**config.mk**
```make
export PLATFORM = sky130hd
export DESIGN_NAME = byte_cpu_execute_unit_core
export DESIGN_NICKNAME = d
export VERILOG_FILES = /design/src/rtl/bcpu_pkg.sv /design/src/rtl/byte_cpu_execute_unit_core.sv /design/src/rtl/bcpu_divider.sv
export SDC_FILE = /design/constraint.sdc
export NUM_CORES = 1
export LEC_CHECK = 0
export BUFFER_PORTS_ARGS = -buffer_cell sky130_fd_sc_hd__buf_2
export CAP_MARGIN = 20
export CELL_PAD_IN_SITES_DETAIL_PLACEMENT = 2
export CELL_PAD_IN_SITES_GLOBAL_PLACEMENT = 2
export CORE_UTILIZATION = 41
export DETAILED_ROUTE_END_ITERATION = 7
export PLACE_DENSITY = 0.84
export SLEW_MARGIN = 40
export SYNTH_ARGS = -nofsm -noshare
export SYNTH_HDL_FRONTEND = slang
export SYNTH_SLANG_ARGS = --single-unit
```
**constraint.sdc**
```tcl
create_clock -name clock -period 6.5 [get_ports clock]
set_clock_uncertainty 0.05 [all_clocks]
set_input_delay 0.325 -clock clock [delete_from_list [all_inputs] [get_ports clock]]
set_output_delay 0.325 -clock clock [all_outputs]
set_load 0.02 [all_outputs]
```
**src/rtl/bcpu_pkg.sv**
```systemverilog
// bcpu_pkg: shared types, codes and sizing constants for the byte cpu execute unit
// no dependencies; imported by bcpu_divider, byte_cpu_execute_unit_core, byte_cpu_exec_checker and the testbench
package bcpu_pkg;

   // sizing of the machine state
   localparam int REG_COUNT   = 8;
   localparam int MEM_DEPTH   = 64;
   localparam int STACK_DEPTH = 8;

   localparam int DATA_W  = 8;
   localparam int REG_AW  = $clog2(REG_COUNT);
   localparam int MEM_AW  = $clog2(MEM_DEPTH);
   localparam int STK_AW  = $clog2(STACK_DEPTH);
   localparam int DEPTH_W = $clog2(STACK_DEPTH + 1);
   localparam int CNT_W   = 4;
   localparam int RES_W   = 2 * DATA_W;
   localparam int MAP_N   = 2 ** DATA_W;

   localparam int BYTE_MAX = 127;
   localparam int BYTE_MIN = -128;
   localparam int ROT_MASK = 7;

   typedef enum logic [4:0] {
      ACT_INPUT      = 5'd0,
      ACT_DISPLAY    = 5'd1,
      ACT_MOVE       = 5'd2,
      ACT_LOAD       = 5'd3,
      ACT_STORE      = 5'd4,
      ACT_INC        = 5'd5,
      ACT_DEC        = 5'd6,
      ACT_ADD        = 5'd7,
      ACT_SUB        = 5'd8,
      ACT_MUL        = 5'd9,
      ACT_DIV        = 5'd10,
      ACT_SHL        = 5'd11,
      ACT_SHR        = 5'd12,
      ACT_ROL        = 5'd13,
      ACT_ROR        = 5'd14,
      ACT_PUSH       = 5'd15,
      ACT_POP        = 5'd16,
      ACT_CLEAR_FLAG = 5'd17
   } action_type;

   typedef enum logic [1:0] {
      ST_OK        = 2'd0,
      ST_OVERFLOW  = 2'd1,
      ST_UNDERFLOW = 2'd2,
      ST_DIV_ZERO  = 2'd3
   } status_type;

   typedef enum logic [1:0] {
      FSEL_CARRY     = 2'd0,
      FSEL_UNDERFLOW = 2'd1,
      FSEL_OVERFLOW  = 2'd2,
      FSEL_ZERO      = 2'd3
   } flag_sel_type;

   typedef enum logic [2:0] {
      S_IDLE,
      S_READ,
      S_EXEC,
      S_DIV,
      S_SHIFT,
      S_DONE
   } state_type;

   typedef struct packed {
      logic over;
      logic under;
      logic zero;
      logic carry;
   } flags_type;

   // byte value to register index and memory address, reduced modulo the sizes
   typedef logic [MAP_N-1:0][REG_AW-1:0] reg_map_type;
   typedef logic [MAP_N-1:0][MEM_AW-1:0] mem_map_type;

   function automatic reg_map_type build_reg_map();
      reg_map_type m;
      for (int i = 0; i < MAP_N; i++) begin
         m[i] = REG_AW'(i % REG_COUNT);
      end
      return m;
   endfunction

   function automatic mem_map_type build_mem_map();
      mem_map_type m;
      for (int i = 0; i < MAP_N; i++) begin
         m[i] = MEM_AW'(i % MEM_DEPTH);
      end
      return m;
   endfunction

   localparam reg_map_type REG_MAP = build_reg_map();
   localparam mem_map_type MEM_MAP = build_mem_map();

endpackage

```
**src/rtl/byte_cpu_execute_unit_core.sv**
```systemverilog
// byte_cpu_execute_unit_core: top level of the byte cpu execute unit
// depends on bcpu_pkg and bcpu_divider
//
// executes one decoded instruction per request and returns exactly one
// response carrying the status, the four flags and, for display, the register
// value. register file, data memory and stack live in synchronous memories
// with registered read data; register file and data memory read as zero
// until written (per-entry valid bits, cleared by reset, no clearing pass).
// requests are handled one at a time: accept, memory read, execute, commit.
// divide adds a pass through the bit-serial divider, and shifts and rotates
// add a shift loop, one bit position per cycle (rotates use count mod 8).
// the response sits in an output register, so a commit only waits when the
// previous response has not yet been taken.
module byte_cpu_execute_unit_core (
   input  logic                                clock,
   input  logic                                reset,
   // request channel
   input  logic                                req_valid,
   output logic                                req_ready,
   input  logic [4:0]                          req_action,
   input  logic [2:0]                          req_dest_reg,
   input  logic signed [7:0]                   req_source,
   input  logic [3:0]                          req_shift_count,
   input  logic [1:0]                          req_flag_select,
   input  logic signed [7:0]                   req_input_value,
   // response channel
   output logic                                rsp_valid,
   input  logic                                rsp_ready,
   output logic                                rsp_display_valid,
   output logic [2:0]                          rsp_display_reg,
   output logic signed [7:0]                   rsp_display_value,
   output logic [1:0]                          rsp_status,
   output logic                                rsp_flag_overflow,
   output logic                                rsp_flag_underflow,
   output logic                                rsp_flag_zero,
   output logic                                rsp_flag_carry
);
   import bcpu_pkg::*;

   localparam logic signed [RES_W-1:0] R_MAX = RES_W'(BYTE_MAX);
   localparam logic signed [RES_W-1:0] R_MIN = RES_W'(BYTE_MIN);

   // flags from a full signed result
   function automatic flags_type flags_of(input logic signed [RES_W-1:0] r);
      flags_type f;
      f.over  = r > R_MAX;
      f.under = r < R_MIN;
      f.zero  = r == '0;
      f.carry = f.over | f.under;
      return f;
   endfunction

   // fsm
   state_type state_ff, state_in;

   // captured request
   logic [4:0]            action_ff;
   logic [REG_AW-1:0]     d_ff;
   logic [REG_AW-1:0]     s_ff;
   logic [MEM_AW-1:0]     addr_ff;
   logic [DATA_W-1:0]     source_ff;
   logic [CNT_W-1:0]      count_ff;
   logic [1:0]            fsel_ff;
   logic [DATA_W-1:0]     inval_ff;

   // memories and their registered read data
   logic [DATA_W-1:0]     rf_mem_ff  [REG_COUNT];
   logic [DATA_W-1:0]     dm_mem_ff  [MEM_DEPTH];
   logic [DATA_W-1:0]     stk_mem_ff [STACK_DEPTH];
   logic [REG_COUNT-1:0]  rf_vld_ff;
   logic [MEM_DEPTH-1:0]  dm_vld_ff;
   logic [DATA_W-1:0]     rf_rd_a_ff, rf_rd_b_ff, dm_rd_ff, stk_rd_ff;
   logic                  rf_vld_a_ff, rf_vld_b_ff, dm_vld_rd_ff;

   // architectural state outside the memories
   logic [DEPTH_W-1:0]    depth_ff;
   flags_type             flags_ff;

   // execution results, committed in S_DONE
   logic [DATA_W-1:0]     wb_data_ff;
   flags_type             flags_nx_ff;
   status_type            status_ff;
   logic [CNT_W-1:0]      sh_cnt_ff;

   // response register
   logic                  rsp_valid_ff;
   logic                  rsp_dv_ff;
   logic [2:0]            rsp_dreg_ff;
   logic [DATA_W-1:0]     rsp_dval_ff;
   status_type            rsp_status_ff;
   flags_type             rsp_flags_ff;

   // fsm outputs
   logic                  accept;
   logic                  commit;
   logic                  div_start;
   logic                  out_free;

   // write enables at commit
   logic                  rf_we, dm_we, stk_we, pop_ok;

   // execute stage logic
   logic [DATA_W-1:0]     a_val, b_val, dm_val;
   logic signed [RES_W-1:0] a_ext, b_ext, arith_r;
   logic                  is_arith, is_shift, b_zero;
   logic [DATA_W-1:0]     exec_data;
   flags_type             exec_flags;
   status_type            exec_status;
   logic [CNT_W-1:0]      exec_steps;
   logic [STK_AW-1:0]     stk_rd_idx;
   logic [DATA_W-1:0]     shift_one;

   // divider
   logic                  div_done;
   logic signed [DATA_W:0] div_q;

   // ------------------------------------------------------------------
   // read data, gated by valid bits so unwritten entries read as zero
   // ------------------------------------------------------------------
   assign a_val  = rf_vld_a_ff  ? rf_rd_a_ff : '0;
   assign b_val  = rf_vld_b_ff  ? rf_rd_b_ff : '0;
   assign dm_val = dm_vld_rd_ff ? dm_rd_ff   : '0;
   assign b_zero = b_val == '0;

   assign a_ext   = RES_W'($signed(a_val));
   assign b_ext   = RES_W'($signed(b_val));
   assign out_free = !rsp_valid_ff || rsp_ready;

   // pop reads the entry just below the top
   assign stk_rd_idx = STK_AW'(depth_ff - DEPTH_W'(1));

   // ------------------------------------------------------------------
   // fsm next state
   // ------------------------------------------------------------------
   always_comb begin
      state_in = state_ff;
      case (state_ff)
         S_IDLE: begin
            if (req_valid) state_in = S_READ;
         end
         S_READ: state_in = S_EXEC;
         S_EXEC: begin
            if (action_ff == ACT_DIV && !b_zero) state_in = S_DIV;
            else if (is_shift) state_in = S_SHIFT;
            else state_in = S_DONE;
         end
         S_DIV: begin
            if (div_done) state_in = S_DONE;
         end
         S_SHIFT: begin
            if (sh_cnt_ff == '0) state_in = S_DONE;
         end
         S_DONE: begin
            if (out_free) state_in = S_IDLE;
         end
         default: state_in = S_IDLE;
      endcase
   end

   // ------------------------------------------------------------------
   // fsm outputs
   // ------------------------------------------------------------------
   always_comb begin
      req_ready = 1'b0;
      div_start = 1'b0;
      commit    = 1'b0;
      case (state_ff)
         S_IDLE: req_ready = 1'b1;
         S_EXEC: div_start = (action_ff == ACT_DIV) && !b_zero;
         S_DONE: commit    = out_free;
         default: ;
      endcase
   end

   assign accept = req_valid && req_ready;

   always_ff @(posedge clock) begin
      if (reset) state_ff <= S_IDLE;
      else state_ff <= state_in;
   end

   // capture the request, indices reduced through the constant maps
   always_ff @(posedge clock) begin
      if (accept) begin
         action_ff <= req_action;
         d_ff      <= REG_MAP[DATA_W'(req_dest_reg)];
         s_ff      <= REG_MAP[$unsigned(req_source)];
         addr_ff   <= MEM_MAP[$unsigned(req_source)];
         source_ff <= $unsigned(req_source);
         count_ff  <= req_shift_count;
         fsel_ff   <= req_flag_select;
         inval_ff  <= $unsigned(req_input_value);
      end
   end

   // ------------------------------------------------------------------
   // execute: instruction decode and combinational datapath
   // ------------------------------------------------------------------
   always_comb begin
      is_arith    = 1'b0;
      is_shift    = 1'b0;
      arith_r     = '0;
      exec_data   = a_val;
      exec_flags  = flags_ff;
      exec_status = ST_OK;
      exec_steps  = count_ff;
      case (action_ff)
         ACT_INPUT: exec_data = inval_ff;
         ACT_MOVE:  exec_data = source_ff;
         ACT_LOAD:  exec_data = dm_val;
         ACT_INC: begin
            is_arith = 1'b1;
            arith_r  = a_ext + RES_W'(1);
         end
         ACT_DEC: begin
            is_arith = 1'b1;
            arith_r  = a_ext - RES_W'(1);
         end
         ACT_ADD: begin
            is_arith = 1'b1;
            arith_r  = a_ext + b_ext;
         end
         ACT_SUB: begin
            is_arith = 1'b1;
            arith_r  = a_ext - b_ext;
         end
         ACT_MUL: begin
            is_arith = 1'b1;
            arith_r  = a_ext * b_ext;
         end
         ACT_DIV: begin
            if (b_zero) exec_status = ST_DIV_ZERO;
         end
         ACT_SHL, ACT_SHR: is_shift = 1'b1;
         ACT_ROL, ACT_ROR: begin
            is_shift   = 1'b1;
            exec_steps = count_ff & CNT_W'(ROT_MASK);
         end
         ACT_PUSH: begin
            if (depth_ff >= DEPTH_W'(STACK_DEPTH)) exec_status = ST_OVERFLOW;
         end
         ACT_POP: begin
            if (depth_ff == '0) exec_status = ST_UNDERFLOW;
            exec_data = stk_rd_ff;
         end
         ACT_CLEAR_FLAG: begin
            case (fsel_ff)
               FSEL_CARRY:     exec_flags.carry = 1'b0;
               FSEL_UNDERFLOW: exec_flags.under = 1'b0;
               FSEL_OVERFLOW:  exec_flags.over  = 1'b0;
               FSEL_ZERO:      exec_flags.zero  = 1'b0;
               default: ;
            endcase
         end
         default: ;
      endcase
      if (is_arith) begin
         exec_data  = arith_r[DATA_W-1:0];
         exec_flags = flags_of(arith_r);
      end
   end

   // one bit position per cycle
   always_comb begin
      case (action_ff)
         ACT_SHL: shift_one = {wb_data_ff[DATA_W-2:0], 1'b0};
         ACT_SHR: shift_one = {1'b0, wb_data_ff[DATA_W-1:1]};
         ACT_ROL: shift_one = {wb_data_ff[DATA_W-2:0], wb_data_ff[DATA_W-1]};
         ACT_ROR: shift_one = {wb_data_ff[0], wb_data_ff[DATA_W-1:1]};
         default: shift_one = wb_data_ff;
      endcase
   end

   // result registers, filled by execute, divider or the shift loop
   always_ff @(posedge clock) begin
      case (state_ff)
         S_EXEC: begin
            wb_data_ff  <= exec_data;
            flags_nx_ff <= exec_flags;
            status_ff   <= exec_status;
            sh_cnt_ff   <= exec_steps;
         end
         S_DIV: begin
            if (div_done) begin
               wb_data_ff  <= div_q[DATA_W-1:0];
               flags_nx_ff <= flags_of(RES_W'(div_q));
            end
         end
         S_SHIFT: begin
            if (sh_cnt_ff != '0) begin
               wb_data_ff <= shift_one;
               sh_cnt_ff  <= sh_cnt_ff - CNT_W'(1);
            end
         end
         default: ;
      endcase
   end

   bcpu_divider u_divider (
      .clock    (clock),
      .reset    (reset),
      .start    (div_start),
      .dividend ($signed(a_val)),
      .divisor  ($signed(b_val)),
      .done     (div_done),
      .quotient (div_q)
   );

   // ------------------------------------------------------------------
   // commit: write enables
   // ------------------------------------------------------------------
   always_comb begin
      rf_we  = 1'b0;
      dm_we  = 1'b0;
      stk_we = 1'b0;
      pop_ok = 1'b0;
      if (commit && status_ff == ST_OK) begin
         case (action_ff)
            ACT_INPUT, ACT_MOVE, ACT_LOAD, ACT_INC, ACT_DEC, ACT_ADD,
            ACT_SUB, ACT_MUL, ACT_DIV, ACT_SHL, ACT_SHR, ACT_ROL,
            ACT_ROR: rf_we = 1'b1;
            ACT_STORE: dm_we = 1'b1;
            ACT_PUSH:  stk_we = 1'b1;
            ACT_POP: begin
               rf_we  = 1'b1;
               pop_ok = 1'b1;
            end
            default: ;
         endcase
      end
   end

   // register file: two read ports, one write port
   always_ff @(posedge clock) begin
      if (rf_we) rf_mem_ff[d_ff] <= wb_data_ff;
      rf_rd_a_ff <= rf_mem_ff[d_ff];
      rf_rd_b_ff <= rf_mem_ff[s_ff];
   end

   // data memory: one read port, one write port (store writes the subject register)
   always_ff @(posedge clock) begin
      if (dm_we) dm_mem_ff[addr_ff] <= a_val;
      dm_rd_ff <= dm_mem_ff[addr_ff];
   end

   // stack store: push writes at the depth, pop reads below it
   always_ff @(posedge clock) begin
      if (stk_we) stk_mem_ff[depth_ff[STK_AW-1:0]] <= a_val;
      stk_rd_ff <= stk_mem_ff[stk_rd_idx];
   end

   // valid bits, depth and flags
   always_ff @(posedge clock) begin
      if (reset) begin
         rf_vld_ff    <= '0;
         dm_vld_ff    <= '0;
         rf_vld_a_ff  <= 1'b0;
         rf_vld_b_ff  <= 1'b0;
         dm_vld_rd_ff <= 1'b0;
         depth_ff     <= '0;
         flags_ff     <= '0;
      end else begin
         rf_vld_a_ff  <= rf_vld_ff[d_ff];
         rf_vld_b_ff  <= rf_vld_ff[s_ff];
         dm_vld_rd_ff <= dm_vld_ff[addr_ff];
         if (rf_we) rf_vld_ff[d_ff] <= 1'b1;
         if (dm_we) dm_vld_ff[addr_ff] <= 1'b1;
         if (stk_we) depth_ff <= depth_ff + DEPTH_W'(1);
         else if (pop_ok) depth_ff <= depth_ff - DEPTH_W'(1);
         if (commit) flags_ff <= flags_nx_ff;
      end
   end

   // ------------------------------------------------------------------
   // response register
   // ------------------------------------------------------------------
   always_ff @(posedge clock) begin
      if (reset) rsp_valid_ff <= 1'b0;
      else if (commit) rsp_valid_ff <= 1'b1;
      else if (rsp_ready) rsp_valid_ff <= 1'b0;
   end

   always_ff @(posedge clock) begin
      if (commit) begin
         rsp_status_ff <= status_ff;
         rsp_flags_ff  <= flags_nx_ff;
         if (action_ff == ACT_DISPLAY) begin
            rsp_dv_ff   <= 1'b1;
            rsp_dreg_ff <= 3'(d_ff);
            rsp_dval_ff <= a_val;
         end else begin
            rsp_dv_ff   <= 1'b0;
            rsp_dreg_ff <= '0;
            rsp_dval_ff <= '0;
         end
      end
   end

   assign rsp_valid          = rsp_valid_ff;
   assign rsp_display_valid  = rsp_dv_ff;
   assign rsp_display_reg    = rsp_dreg_ff;
   assign rsp_display_value  = $signed(rsp_dval_ff);
   assign rsp_status         = rsp_status_ff;
   assign rsp_flag_overflow  = rsp_flags_ff.over;
   assign rsp_flag_underflow = rsp_flags_ff.under;
   assign rsp_flag_zero      = rsp_flags_ff.zero;
   assign rsp_flag_carry     = rsp_flags_ff.carry;

`ifndef SYNTHESIS
   // stack depth never runs past its capacity
   a_depth_bound: assert property (@(posedge clock) disable iff (reset)
      depth_ff <= DEPTH_W'(STACK_DEPTH))
      else $error("stack depth above capacity");

   // a commit writes at most one store
   a_one_store: assert property (@(posedge clock) disable iff (reset)
      $onehot0({rf_we & ~pop_ok, dm_we, stk_we, pop_ok}))
      else $error("more than one store written at commit");

   // an error status leaves all state alone
   a_err_no_write: assert property (@(posedge clock) disable iff (reset)
      (commit && status_ff != ST_OK) |-> !(rf_we || dm_we || stk_we || pop_ok))
      else $error("state written on error status");

   // depth only moves at a commit
   a_depth_commit: assert property (@(posedge clock) disable iff (reset)
      !commit |=> $stable(depth_ff))
      else $error("stack depth changed outside commit");

   // non-display responses carry a zero display payload
   a_display_zero: assert property (@(posedge clock) disable iff (reset)
      (rsp_valid_ff && !rsp_dv_ff) |-> (rsp_dreg_ff == '0 && rsp_dval_ff == '0))
      else $error("display payload set on non-display response");
`endif

endmodule

```
**src/rtl/bcpu_divider.sv**
```systemverilog
// bcpu_divider: signed byte divider, restoring, one quotient bit per cycle
// depends on bcpu_pkg; quotient truncates toward zero and spans -128 to 128
module bcpu_divider (
   input  logic                                  clock,
   input  logic                                  reset,
   input  logic                                  start,
   input  logic signed [bcpu_pkg::DATA_W-1:0]    dividend,
   input  logic signed [bcpu_pkg::DATA_W-1:0]    divisor,
   output logic                                  done,
   output logic signed [bcpu_pkg::DATA_W:0]      quotient
);
   import bcpu_pkg::*;

   localparam int STEP_W = $clog2(DATA_W + 1);

   logic                     busy_ff;
   logic                     done_ff;
   logic [STEP_W-1:0]        step_ff;
   logic [DATA_W:0]          rem_ff;
   logic [DATA_W-1:0]        quo_ff;
   logic [DATA_W-1:0]        dvs_ff;
   logic                     neg_ff;
   logic signed [DATA_W:0]   quot_ff;

   logic [DATA_W:0]          rem_sh;
   logic                     fits;
   logic [DATA_W:0]          rem_in;
   logic [DATA_W-1:0]        quo_in;
   logic [DATA_W:0]          quo_ext;

   always_comb begin
      rem_sh  = {rem_ff[DATA_W-1:0], quo_ff[DATA_W-1]};
      fits    = rem_sh >= {1'b0, dvs_ff};
      rem_in  = fits ? (rem_sh - {1'b0, dvs_ff}) : rem_sh;
      quo_in  = {quo_ff[DATA_W-2:0], fits};
      quo_ext = {1'b0, quo_in};
   end

   // control
   always_ff @(posedge clock) begin
      if (reset) begin
         busy_ff <= 1'b0;
         done_ff <= 1'b0;
         step_ff <= '0;
      end else begin
         done_ff <= 1'b0;
         if (start) begin
            busy_ff <= 1'b1;
            step_ff <= STEP_W'(DATA_W);
         end else if (busy_ff) begin
            step_ff <= step_ff - STEP_W'(1);
            if (step_ff == STEP_W'(1)) begin
               busy_ff <= 1'b0;
               done_ff <= 1'b1;
            end
         end
      end
   end

   // datapath on magnitudes
   always_ff @(posedge clock) begin
      if (start) begin
         rem_ff <= '0;
         quo_ff <= dividend[DATA_W-1] ? DATA_W'(-dividend) : dividend;
         dvs_ff <= divisor[DATA_W-1] ? DATA_W'(-divisor) : divisor;
         neg_ff <= dividend[DATA_W-1] ^ divisor[DATA_W-1];
      end else if (busy_ff) begin
         rem_ff <= rem_in;
         quo_ff <= quo_in;
         if (step_ff == STEP_W'(1)) begin
            quot_ff <= neg_ff ? $signed(-quo_ext) : $signed(quo_ext);
         end
      end
   end

   assign done     = done_ff;
   assign quotient = quot_ff;

endmodule

```
Word-level counts from Yosys, hierarchy flattened --
Memory sizes are Yosys's and may differ from the RTL's. A register that Yosys moved wholly into a read port is not among the register bits. Cells that the tools add are included.
Word-level totals: bits in registers 190, RAM bits 640, bits in read-only memories 2328, input port bits 34, output and inout port bits 20, word-level logic and storage cells 225, memories kept 6
Operators by class: add/sub/neg operators 12, multipliers 1, $lt $le $gt $ge 11, eq/ne operators 32, mux-type cells 78, bitwise gates (word level) 7, reductions and logical operators 35
Memories:
- (no name shown) | depth 256, bits a word 6, rd ports 1, clocked after Yosys merged registers in 1, wr ports 0, line byte_cpu_execute_unit_core.sv:188 | addr_ff <= MEM_MAP[$unsigned(req_source)];
- (no name shown) | depth 256, bits a word 3, rd ports 1, clocked after Yosys merged registers in 1, wr ports 0, line byte_cpu_execute_unit_core.sv:187 | s_ff <= REG_MAP[$unsigned(req_source)];
- dm_mem_ff | depth 64, bits a word 8, rd ports 1, clocked after Yosys merged registers in 1, wr ports 1, line byte_cpu_execute_unit_core.sv:68 | logic [DATA_W-1:0] dm_mem_ff [MEM_DEPTH];
- rf_mem_ff | depth 8, bits a word 8, rd ports 2, clocked after Yosys merged registers in 2, wr ports 1, line byte_cpu_execute_unit_core.sv:67 | logic [DATA_W-1:0] rf_mem_ff [REG_COUNT];
- stk_mem_ff | depth 8, bits a word 8, rd ports 1, clocked after Yosys merged registers in 1, wr ports 1, line byte_cpu_execute_unit_core.sv:69 | logic [DATA_W-1:0] stk_mem_ff [STACK_DEPTH];
- (no name shown) | depth 8, bits a word 3, rd ports 1, clocked after Yosys merged registers in 1, wr ports 0, line byte_cpu_execute_unit_core.sv:186 | d_ff <= REG_MAP[DATA_W'(req_dest_reg)];
Operator list (number):
- $mux 8 | 11
- $pmux 16 s5 | 1
- $or 64x64->64 | 1
- $pmux 8 s4 | 2
- $eq 5x4->1 const B | 8
- $mux 1 | 37
- $mux 4 | 9
- $logic_not 16->1 | 2
- $pmux 8 s3 | 1
- $eq 5x3->1 const B | 4
- $pmux 3 s6 | 1
- $gt 16x8->1 const B | 1
- $lt 16x8->1 const B | 1
- $mul 8x8->16 | 1
- $neg 8->8 | 2
- $pmux 4 s2 | 2
- $mux 3 | 5
- $reduce_or 14->1 | 1
- $sub 4x1->4 const B | 3
- $eq 5x2->1 const B | 2
- $eq 5x5->1 const B | 2
- $reduce_bool 2->1 | 5
- $add 8x2->9 const B | 1
- $add 8x8->9 | 1
- other kinds (51) | 72

Depth between registers and ports, before layout --
Gate-level depths: netlist of run 1.
depth in word-level cells 7, depth in mapped cells 24, depth with buffers taken out 22

By module --
Synthesis of run 1 repeated with hierarchy kept, for this count alone.
Unflattened totals: cell total of the unflattened synthesis 2774, area total of the unflattened synthesis 37418.4 um^2
By module, submodules not included:
- byte_cpu_execute_unit_core | times used 1, cells each 2528, area an instance 35039.9 um^2, seq. area each 23582.6 um^2
- bcpu_divider | times used 1, cells each 246, area an instance 2378.5 um^2, seq. area each 1061.0 um^2

Least setup slack after synthesis of run 1 --
No wires, ideal clock.
kind register -> register, start point register rf_vld_a_ff, end point register flags_nx_ff[3] (netlist bit) (data pin), setup time 0.271 ns, arrival 6.820 ns, data required time 6.179 ns, setup slack -0.641 ns, cell stages (with the launch flop) 21, path buffers 2, period minus slack after synthesis 7.141 ns, cell sequence dfxtp_1 buf_4 and2_1 clkbuf_1 clkinv_1 nand2_1 fa_1 fa_1 fa_1 fa_1 inv_1 ha_1 and3_1 a2111o_1 o21ai_0 xor2_1 nand3b_1 o31ai_1 nand4_1 a221oi_1 a21oi_1
On the way: word-level cells in the longest chain between the ends 6, elaborated cells between the ends (all ways) 10, classes of those cells add/sub: 4; mul: 1; order compare: 1; mux: 4
RTL lines:
- start: declaration | line byte_cpu_execute_unit_core.sv:73 | logic rf_vld_a_ff, rf_vld_b_ff, dm_vld_rd_ff;
- start signal: assignment | line byte_cpu_execute_unit_core.sv:363 | rf_vld_a_ff <= rf_vld_ff[d_ff];
- $mux 8 * | line byte_cpu_execute_unit_core.sv:120 | assign a_val = rf_vld_a_ff ? rf_rd_a_ff : '0;
- named net a_val[0] | line byte_cpu_execute_unit_core.sv:103 | logic [DATA_W-1:0] a_val, b_val, dm_val;
- $mul 8x8->16 (tied with other cells) | line byte_cpu_execute_unit_core.sv:229 | arith_r = a_ext * b_ext;
- $pmux 16 s5 * | line byte_cpu_execute_unit_core.sv:207 | case (action_ff)
- $gt 16x8->1 * | line byte_cpu_execute_unit_core.sv:46 | f.over = r > R_MAX;
- $mux 4 * | line byte_cpu_execute_unit_core.sv:257 | if (is_arith) begin
- $pmux 4 s2 * | line byte_cpu_execute_unit_core.sv:276 | case (state_ff)
- end signal: assignment | line byte_cpu_execute_unit_core.sv:279 | flags_nx_ff <= exec_flags;
- end signal: assignment | line byte_cpu_execute_unit_core.sv:286 | flags_nx_ff <= flags_of(RES_W'(div_q));
- end: declaration | line byte_cpu_execute_unit_core.sv:81 | flags_type flags_nx_ff;
The timed path passes the listed nets; every way through them passes the cells marked *. A chain may end at the register's enable or synchronous reset.

Worst setup path after layout of run 1 --
start point register rf_rd_a_ff[4] (read register of rf_mem_ff), end point register flags_nx_ff[3] (netlist bit) (data pin)
On the way: word-level cells in the longest chain between the ends 6, elaborated cells between the ends (all ways) 10, classes of those cells add/sub: 4; mul: 1; order compare: 1; mux: 4
RTL lines:
- start: declaration | line byte_cpu_execute_unit_core.sv:72 | logic [DATA_W-1:0] rf_rd_a_ff, rf_rd_b_ff, dm_rd_ff, stk_rd_ff;
- $mux 8 * | line byte_cpu_execute_unit_core.sv:120
- named net a_val[4] | line byte_cpu_execute_unit_core.sv:103
- $mul 8x8->16 (tied with other cells) | line byte_cpu_execute_unit_core.sv:229
- $pmux 16 s5 * | line byte_cpu_execute_unit_core.sv:207
- $gt 16x8->1 * | line byte_cpu_execute_unit_core.sv:46
- $mux 4 * | line byte_cpu_execute_unit_core.sv:257
- $pmux 4 s2 * | line byte_cpu_execute_unit_core.sv:276
Marks and branches as above.

==> results.json, run 1 <==
{
  "outcome": "complete, no violations",
  "largest_register_ffs": 512,
  "clkSlewWorstSetupHoldPaths_ns": 0.07,
  "crit_path_start_kind": "flop",
  "dp.cells": 3887,
  "pin_count": 54,
  "mappedNetlistArea_sq_mm": 0.0372,
  "synth.ff_latch_count": 865,
  "detailed_place_hpwl_mm": 84.5,
  "cts_max_path_buffers": 3,
  "postSynth.topFlopCell": "sky130_fd_sc_hd__edfxtp_1",
  "placement_rows": 110,
  "clock_sink_count": 865,
  "synth.net_count": 2908,
  "critical_path_class": "reg -> reg",
  "setup_tns_ns": 0,
  "max-cap-violations": 0,
  "required_arrival_time_at_the_worst_endpoint_ns": 6.83,
  "clock_tree.root_cell": "sky130_fd_sc_hd__clkbuf_16",
  "power.switching_fraction_pct": 27.1,
  "die_h_um": 303,
  "tritoncts": "done",
  "grt_max_degree": 78,
  "drt_iter0_markers": 3044,
  "critical_path.reg2reg.endpoint": "flags_nx_ff[3]",
  "synth.yosys.seq_area_share_pct": 66.2,
  "pre_cts_slack_ns": 0.149,
  "grt_use_total_pct": 30.6,
  "die_x_um": 303,
  "holdCritStartpoint": "req_valid",
  "hold_path_depth": 3,
  "design.die.area_sq_mm": 0.0920,
  "drt_pre_antenna_iters": 6,
  "synth_top_cells_by_area": "sky130_fd_sc_hd__edfxtp_1 59%, sky130_fd_sc_hd__dfxtp_1 7.2%, sky130_fd_sc_hd__a22oi_1 5.0%, sky130_fd_sc_hd__nor2_1 3.6%, sky130_fd_sc_hd__fa_1 3.1%",
  "synth_largest_type_area_fraction_pct": 59.1,
  "hold_class": "in -> reg",
  "max-slew-margin-rel_pct": 32.7,
  "wl_per_cell_um": 34.4,
  "fin_total_pwr_mw": 13.2,
  "setup_ws_ns": 0.237,
  "dr_total_vias": 26229,
  "layout.cells.most_common": "sky130_fd_sc_hd__edfxtp_1",
  "report.final.slew_viol_count": 0,
  "timing.final.crit_share_pct": 96.4,
  "finalHoldViolCount": 0,
  "async_flop_share_pct": 0,
  "synth_warnings": 0,
  "route.final.wire_length_mm": 141,
  "setup.worst_path.end_class": "flop",
  "synth_top_area_cell": "sky130_fd_sc_hd__edfxtp_1",
  "clock_power_share_pct": 41.8,
  "synth.avg_cell_area_sq_um": 13.5,
  "power.leakage_nw": 14.2,
  "time_the_worst_path_needs_with_i_o_delays_and_setup_ns": 6.26,
  "design.core.area_sq_mm": 0.0900,
  "maximum_ir_drop_on_the_vdd_rail_mv": 0.300,
  "clock_network_latency_to_the_later_pin_of_the_worst_skew_pair_ns": 0.69,
  "finalSetupViolCount": 0,
  "ant_nets": 0,
  "first_global_vias": 28434,
  "max_flop_register": "dm_mem_ff",
  "cts_buffers": 91,
  "postCtsSetupRepairBufs": 0,
  "num-fill-cells": 8475,
  "yosysUniqueCellTypes": 92,
  "reg2reg_slack_ns": 0.24,
  "grt_pass1_wl_mm": 204,
  "critical_path.max_fanout": 6,
  "synth_edf_count": 732,
  "routabilityCongestion": 0.913,
  "post_synth_inst_count": 2752,
  "power.net_switching_mw": 3.56,
  "power_per_cell_area_mw_per_mm2": 309,
  "timing.rr.start": "rf_rd_a_ff[4]",
  "fin_nets": 2998,
  "drive_gt1_share_pct": 15.1,
  "globalRouteOverflowTotal": 0,
  "intPower_mw": 9.61,
  "cp_data_arrival_time_ns": 6.59,
  "p_comb_share_pct": 10.7,
  "layout.cells.most_common_list": "732 x sky130_fd_sc_hd__edfxtp_1, 280 x sky130_fd_sc_hd__nor2_1, 246 x sky130_fd_sc_hd__a22oi_1, 135 x sky130_fd_sc_hd__inv_1, 132 x sky130_fd_sc_hd__dfxtp_1",
  "ff2ff_path_depth": 21,
  "layout-area-overhead-vs-synth_pct": 14.7,
  "fmax_ghz": 0.160,
  "min_to": "state_ff[2]",
  "diodes_inserted": 0,
  "post-route-drc-count": 0,
  "routed_via_density": 6.41,
  "grt_antenna_before_repair": 3,
  "cts.htree.levels": 3,
  "sequentialPowerShare_pct": 47.5,
  "number_of_i_o_port_buffers": 53,
  "non_filler_instances": 4095,
  "tightest_slew_ns": 1.01,
  "starting_density_of_the_core_pct": 41.3
}
stage by stage:
step                util (%)  hold WS [ns]  instance area [sq um]
floorplan                  -         0.365                  37200
global placement        43.2         0.396                  38900
detailed placement      43.5         0.414                  39100
CTS                     47.2        0.0994                  42500
global route            47.4         0.167                  42700
finish                  47.4         0.132                  42700
synthesized netlist by cell type, types with 14 or more instances:
master	count
sky130_fd_sc_hd__buf_1	14
sky130_fd_sc_hd__mux4_2	23
sky130_fd_sc_hd__a22o_1	49
sky130_fd_sc_hd__nor2_1	357
sky130_fd_sc_hd__mux2_2	15
sky130_fd_sc_hd__edfxtp_1	732
sky130_fd_sc_hd__clkbuf_1	113
sky130_fd_sc_hd__and2_1	21
sky130_fd_sc_hd__xnor2_1	37
sky130_fd_sc_hd__inv_1	141
sky130_fd_sc_hd__nand4_1	77
sky130_fd_sc_hd__a221oi_1	60
sky130_fd_sc_hd__dfxtp_1	133
sky130_fd_sc_hd__ha_1	65
sky130_fd_sc_hd__nand2_1	116
sky130_fd_sc_hd__nand2b_1	21
sky130_fd_sc_hd__o21ai_0	66
sky130_fd_sc_hd__nor3_1	29
sky130_fd_sc_hd__a22oi_1	246
sky130_fd_sc_hd__buf_2	21
sky130_fd_sc_hd__o211ai_1	22
sky130_fd_sc_hd__mux2i_1	16
sky130_fd_sc_hd__a21oi_1	59
sky130_fd_sc_hd__fa_1	57
sky130_fd_sc_hd__nand3_1	30
sky130_fd_sc_hd__xor2_1	18
power groups by stage:
stage | sequential [mW] | combinational (mW) | clock [mW]
2_1_floorplan | 6.28 | 0.778 | 0
3_3_place_gp | 6.36 | 1.18 | 0
3_5_place_dp | 6.37 | 1.29 | 0
4_1_cts | 6.26 | 1.34 | 5.51
5_1_grt | 6.26 | 1.45 | 5.70
6_report | 6.25 | 1.41 | 5.51
layer usage:
metal | vias up | global-route usage (%) | part of all wire (%)
met5 | - | 0 | 0.0092
met4 | 2 | 14.0 | 4.8
met3 | 408 | 5.43 | 7.6
met2 | 1504 | 51.8 | 50
met1 | 13644 | 38.2 | 38
li1 | 10671 | - | -
worst max-delay path, cell delays in order (launching register included):
cell	delay [ns]
sky130_fd_sc_hd__dfxtp_1	0.46
sky130_fd_sc_hd__nand2_2	0.13
sky130_fd_sc_hd__clkinvlp_4	0.12
sky130_fd_sc_hd__ha_1	0.24
sky130_fd_sc_hd__inv_1	0.09
sky130_fd_sc_hd__fa_1	0.54
sky130_fd_sc_hd__inv_1	0.06
sky130_fd_sc_hd__fa_1	0.50
sky130_fd_sc_hd__fa_1	0.55
sky130_fd_sc_hd__inv_1	0.05
sky130_fd_sc_hd__fa_1	0.53
sky130_fd_sc_hd__inv_1	0.05
sky130_fd_sc_hd__ha_1	0.36
sky130_fd_sc_hd__and3_1	0.22
sky130_fd_sc_hd__a2111o_1	0.48
sky130_fd_sc_hd__o21ai_0	0.22
sky130_fd_sc_hd__xor2_1	0.24
sky130_fd_sc_hd__nand3b_1	0.14
sky130_fd_sc_hd__o31ai_2	0.27
sky130_fd_sc_hd__nand4_1	0.22
sky130_fd_sc_hd__a221oi_1	0.35
sky130_fd_sc_hd__a21oi_1	0.11
how the worst max path moves through the flow:
stage                          end          start
CTS                 flags_nx_ff[3]    rf_vld_b_ff
global placement    flags_nx_ff[3]    rf_vld_b_ff
floorplan           flags_nx_ff[3]    rf_vld_a_ff
global route        flags_nx_ff[0]    rf_vld_a_ff
finish              flags_nx_ff[3]  rf_rd_a_ff[4]
detailed placement  flags_nx_ff[3]    rf_vld_b_ff
cell families after synthesis:
| kind of cell | synth area share, % |
|---|---|
| adder cells (fa/ha/maj) | 5.25 |
| buffers and inverters | 3.18 |
| XOR/XNOR | 1.41 |
| flip-flops | 66.2 |
| AO/OA/AOI/OAI | 12.6 |
| multiplexers | 2.28 |
| AND/OR/NAND/NOR | 9.08 |
final cells by class:
class / count / area [sq um] / area share (%)
well taps: 1176 / 1470 / 3.45
flip-flops and latches: 865 / 24600 / 57.7
multi-input cells: 1588 / 11700 / 27.4
clock buffers: 121 / 2520 / 5.91
inverters: 147 / 581 / 1.36
clock inverters: 49 / 564 / 1.32
repair buffers: 149 / 1210 / 2.83
timing repair:
| item | in CTS | in global routing |
|---|---|---|
| endpoints found under the setup margin | 0 | 4 |
| gates resized for setup | 0 | 8 |
| hold buffers | 33 | 0 |
| endpoints found under the hold margin | 37 | 0 |
Power figures use the tool's default switching activity.
==> run 2: changes to the inputs <==
--- a/config.mk
+++ b/config.mk
@@ -5,11 +5,12 @@
 export SDC_FILE = /design/constraint.sdc
 export NUM_CORES = 1
 export LEC_CHECK = 0
+export ABC_AREA = 1
 export BUFFER_PORTS_ARGS = -buffer_cell sky130_fd_sc_hd__buf_2
 export CAP_MARGIN = 20
 export CELL_PAD_IN_SITES_DETAIL_PLACEMENT = 2
 export CELL_PAD_IN_SITES_GLOBAL_PLACEMENT = 2
-export CORE_UTILIZATION = 41
+export CORE_UTILIZATION = 39
 export DETAILED_ROUTE_END_ITERATION = 7
 export PLACE_DENSITY = 0.84
 export SLEW_MARGIN = 40
==> run 2 against run 1 <==
  * Register-to-register slack better by 0.26 ns
  * Worst hold slack worse by 0.083 ns
  * Maximum frequency rose by 4.3%
  * Synthesized cell count grew 16%
  * Largest cell class unchanged
==> results.json, run 2 <==
{
  "library_cell_contributing_the_largest_single_delay_on_the_critical_path": "sky130_fd_sc_hd__fa_1",
  "required_arrival_time_at_the_worst_endpoint_ns": 6.92,
  "globalRouteOverflowTotal": 0,
  "largest_register_ffs": 512,
  "cts_max_path_buffers": 3,
  "ant_nets": 0,
  "ff2ff_path_depth": 22,
  "power_per_cell_area_mw_per_mm2": 310,
  "starting_density_of_the_core_pct": 39.4,
  "cpPeakStageDelay_ns": 0.57,
  "synth.ff_latch_count": 865,
  "final_core_util_pct": 44.8,
  "design.die.area_sq_mm": 0.0971,
  "holdCritStartpoint": "rsp_ready",
  "setup.worst_path.end_class": "flop",
  "die_h_um": 312,
  "critical_path.top_delay_family": "adder cells",
  "rsz0062_at_grt": "no",
  "grt_use_total_pct": 33.5,
  "timing.final.crit_share_pct": 92.4,
  "post-synth-top-count-cell": "sky130_fd_sc_hd__edfxtp_1",
  "synth.avg_cell_area_sq_um": 11.7,
  "cts_buffers": 85,
  "netlist_top_cells_count": "732 x sky130_fd_sc_hd__edfxtp_1, 533 x sky130_fd_sc_hd__nand2_1, 405 x sky130_fd_sc_hd__nor2_1",
  "critical_path.max_fanout": 14,
  "drt_pre_antenna_iters": 6,
  "cp_data_arrival_time_ns": 6.43,
  "mappedNetlistArea_sq_mm": 0.0374,
  "layout.cells.most_common_list": "732 x sky130_fd_sc_hd__edfxtp_1, 533 x sky130_fd_sc_hd__nand2_1, 343 x sky130_fd_sc_hd__nor2_1, 267 x sky130_fd_sc_hd__inv_1, 133 x sky130_fd_sc_hd__dfxtp_1",
  "post_synth_inst_count": 3199,
  "drive_gt1_share_pct": 10.7,
  "reg2reg_slack_ns": 0.49,
  "synth_warnings": 0,
  "postSynth.topFlopCell": "sky130_fd_sc_hd__edfxtp_1",
  "finalInstanceArea_sq_mm": 0.0426,
  "placement_rows": 113,
  "max-cap-violations": 0,
  "cts.htree.levels": 3,
  "number_of_i_o_port_buffers": 53,
  "tightest_slew_ns": 1.06,
  "layout-area-overhead-vs-synth_pct": 13.9,
  "cp.buffers_inverters": 5,
  "clkSlewWorstSetupHoldPaths_ns": 0.07,
  "cts-resized-gates": 0,
  "die_x_um": 312,
  "synth.yosys.seq_area_share_pct": 65.9,
  "critical_path_class": "reg -> reg",
  "max-slew-margin-rel_pct": 28.8,
  "grt_max_degree": 81,
  "grt_antenna_before_repair": 6,
  "time_the_worst_path_needs_with_i_o_delays_and_setup_ns": 6.01,
  "dr_total_vias": 29681,
  "min_to": "rsp_valid",
  "route.final.wire_length_mm": 165,
  "synth_top_cells_by_area": "sky130_fd_sc_hd__edfxtp_1 59%, sky130_fd_sc_hd__dfxtp_1 7.1%, sky130_fd_sc_hd__nand2_1 5.4%, sky130_fd_sc_hd__nor2_1 4.1%, sky130_fd_sc_hd__fa_1 3.1%",
  "routed_via_density": 6.39,
  "pin_count": 54,
  "async_flop_share_pct": 0,
  "hold_path_depth": 3,
  "detailed_place.area_sq_mm": 0.0394,
  "cp_cell_sequence": "nand2_1 > inv_1 > nand2_1 > fa_1 > inv_1 > fa_1 > fa_1 > inv_1 > fa_1 > inv_1 > ha_1 > a21oi_1 > nor2_1 > o21ai_0 > nand4_1 > nor2_1 > nor2_1 > nor2_1 > nand4_1 > inv_1 > nand2_1 > a21oi_1",
  "design.core.area_sq_mm": 0.0950,
  "yosysUniqueCellTypes": 53,
  "worst_hold_slack_ns": 0.0486,
  "maximum_ir_drop_on_the_vdd_rail_mv": 0.335,
  "layout.cells.most_common": "sky130_fd_sc_hd__edfxtp_1",
  "max_flop_register": "dm_mem_ff",
  "outcome": "complete, no violations",
  "synth.net_count": 3355,
  "critPathMostFrequentCell": "sky130_fd_sc_hd__inv_1",
  "clock_network_latency_to_the_later_pin_of_the_worst_skew_pair_ns": 0.68,
  "synth_largest_type_area_fraction_pct": 58.8,
  "routabilityCongestion": 0.876,
  "post-route-drc-count": 0,
  "first_global_vias": 31705,
  "synth_edf_count": 732,
  "timing.rr.start": "rf_vld_b_ff",
  "finalHoldViolCount": 0,
  "report.final.slew_viol_count": 0,
  "hold_class": "in -> reg",
  "synth_top_area_cell": "sky130_fd_sc_hd__edfxtp_1",
  "clock_sink_count": 865,
  "fin_nets": 3462,
  "critical_path.reg2reg.endpoint": "flags_nx_ff[1]",
  "setup_tns_ns": 0,
  "power.leakage_nw": 16.1,
  "grt_pass1_wl_mm": 237,
  "detailed_place_hpwl_mm": 91.8,
  "crit_path_start_kind": "flop",
  "finalSetupViolCount": 0,
  "fmax_ghz": 0.167,
  "drt_iter0_markers": 3630,
  "wl_per_cell_um": 35.5,
  "clock_tree.root_cell": "sky130_fd_sc_hd__clkbuf_16",
  "tritoncts": "done"
}
==> run 2: changes by cell type in the layout (fill, tap and decap cells not counted), moves of 21 or more <==
cell and delta:
sky130_fd_sc_hd__inv_1 +132, sky130_fd_sc_hd__nand2_1 +418, sky130_fd_sc_hd__mux4_2 -23, sky130_fd_sc_hd__nand2b_1 -21, sky130_fd_sc_hd__a21oi_1 +23, sky130_fd_sc_hd__a22oi_1 -141
sky130_fd_sc_hd__o21ai_0 +60, sky130_fd_sc_hd__xnor2_1 -28, sky130_fd_sc_hd__nor2_1 +63, sky130_fd_sc_hd__nand3_1 +69
==> run 2: power by group <==
group / switching [mW] / internal (mW)
clock: 2.47 / 2.80
sequential: 0.205 / 6.15
combinational: 1.22 / 0.341
total: 3.89 / 9.29
==> run 2: cell type report <==
type | count | area [sq um]
clock buffer | 116 | 2390
inverter | 298 | 1120
clock inverter | 44 | 372
fill | 9325 | 52400
sequential | 865 | 24600
multi-input combinational | 1915 | 11400
tap | 1265 | 1580
antenna | 1 | 2.50
timing repair buffer | 141 | 1110
==> run 2: logic make-up (layout without fill, tap and decap cells) <==
kind of cell / count (synthesis) / count (layout) / synth area share (%)
and+or+nand+nor: 1216 / 1216 / 13.8
DFF: 865 / 865 / 65.9
AOI/OAI and AO/OA: 551 / 551 / 10.1
buffers and inverters: 419 / 599 / 4.30
adders and majority gates: 122 / 122 / 5.23
xor gates and xnor gates: 26 / 26 / 0.609
other: 0 / 1 / 0
==> run 2: worst max path at each step <==
stage                      startpoint              to  slack, ns  depth (start not counted)
after floorplan           rf_vld_a_ff  flags_nx_ff[2]       0.56                         22
after global placement    rf_vld_a_ff  flags_nx_ff[2]       0.85                         24
after detailed placement  rf_vld_b_ff  flags_nx_ff[0]       0.58                         23
after CTS                 rf_vld_a_ff  flags_nx_ff[0]       0.52                         25
after global routing      rf_vld_a_ff  flags_nx_ff[2]       0.09                         24
final                     rf_vld_b_ff  flags_nx_ff[1]       0.49                         22
==> run 2: metal layers <==
layer  GRT usage (%)  routed length, um  vias to the layer above  part of all wire, %
met3            6.68              14600                      666                  8.9
met1            40.5              59600                    15251                   36
met4            19.2              10600                       10                  6.4
met5               0                 70                        -                0.042
li1                -                  -                    11657                    -
met2            55.8              79800                     2097                   48
==> run 2: stage by stage <==
stage          setup WS, ns  instances  total power, mW
6_report              0.494       4645             13.2
5_1_grt              0.0868       4644             13.3
4_1_cts               0.523       4644             12.9
3_5_place_dp          0.577       4453             7.80
3_3_place_gp          0.848       4452             7.67
2_1_floorplan         0.563       3199             7.08
==> run 2: what timing repair did <==
action | CTS | global route
setup buffers | 0 | 0
hold buffers | 31 | 0
hold endpoints to repair | 33 | 0
==> run 2: worst reg2reg max path, stage by stage, from the launching register on <==
cell,delay (ns)
sky130_fd_sc_hd__dfxtp_1,0.54
sky130_fd_sc_hd__nand2_1,0.44
sky130_fd_sc_hd__inv_1,0.39
sky130_fd_sc_hd__nand2_1,0.13
sky130_fd_sc_hd__fa_1,0.44
sky130_fd_sc_hd__inv_1,0.09
sky130_fd_sc_hd__fa_1,0.45
sky130_fd_sc_hd__fa_1,0.57
sky130_fd_sc_hd__inv_1,0.07
sky130_fd_sc_hd__fa_1,0.54
sky130_fd_sc_hd__inv_1,0.05
sky130_fd_sc_hd__ha_1,0.35
sky130_fd_sc_hd__a21oi_1,0.27
sky130_fd_sc_hd__nor2_1,0.11
sky130_fd_sc_hd__o21ai_0,0.16
sky130_fd_sc_hd__nand4_1,0.17
sky130_fd_sc_hd__nor2_1,0.14
sky130_fd_sc_hd__nor2_1,0.06
sky130_fd_sc_hd__nor2_1,0.12
sky130_fd_sc_hd__nand4_1,0.14
sky130_fd_sc_hd__inv_1,0.18
sky130_fd_sc_hd__nand2_1,0.10
sky130_fd_sc_hd__a21oi_1,0.23
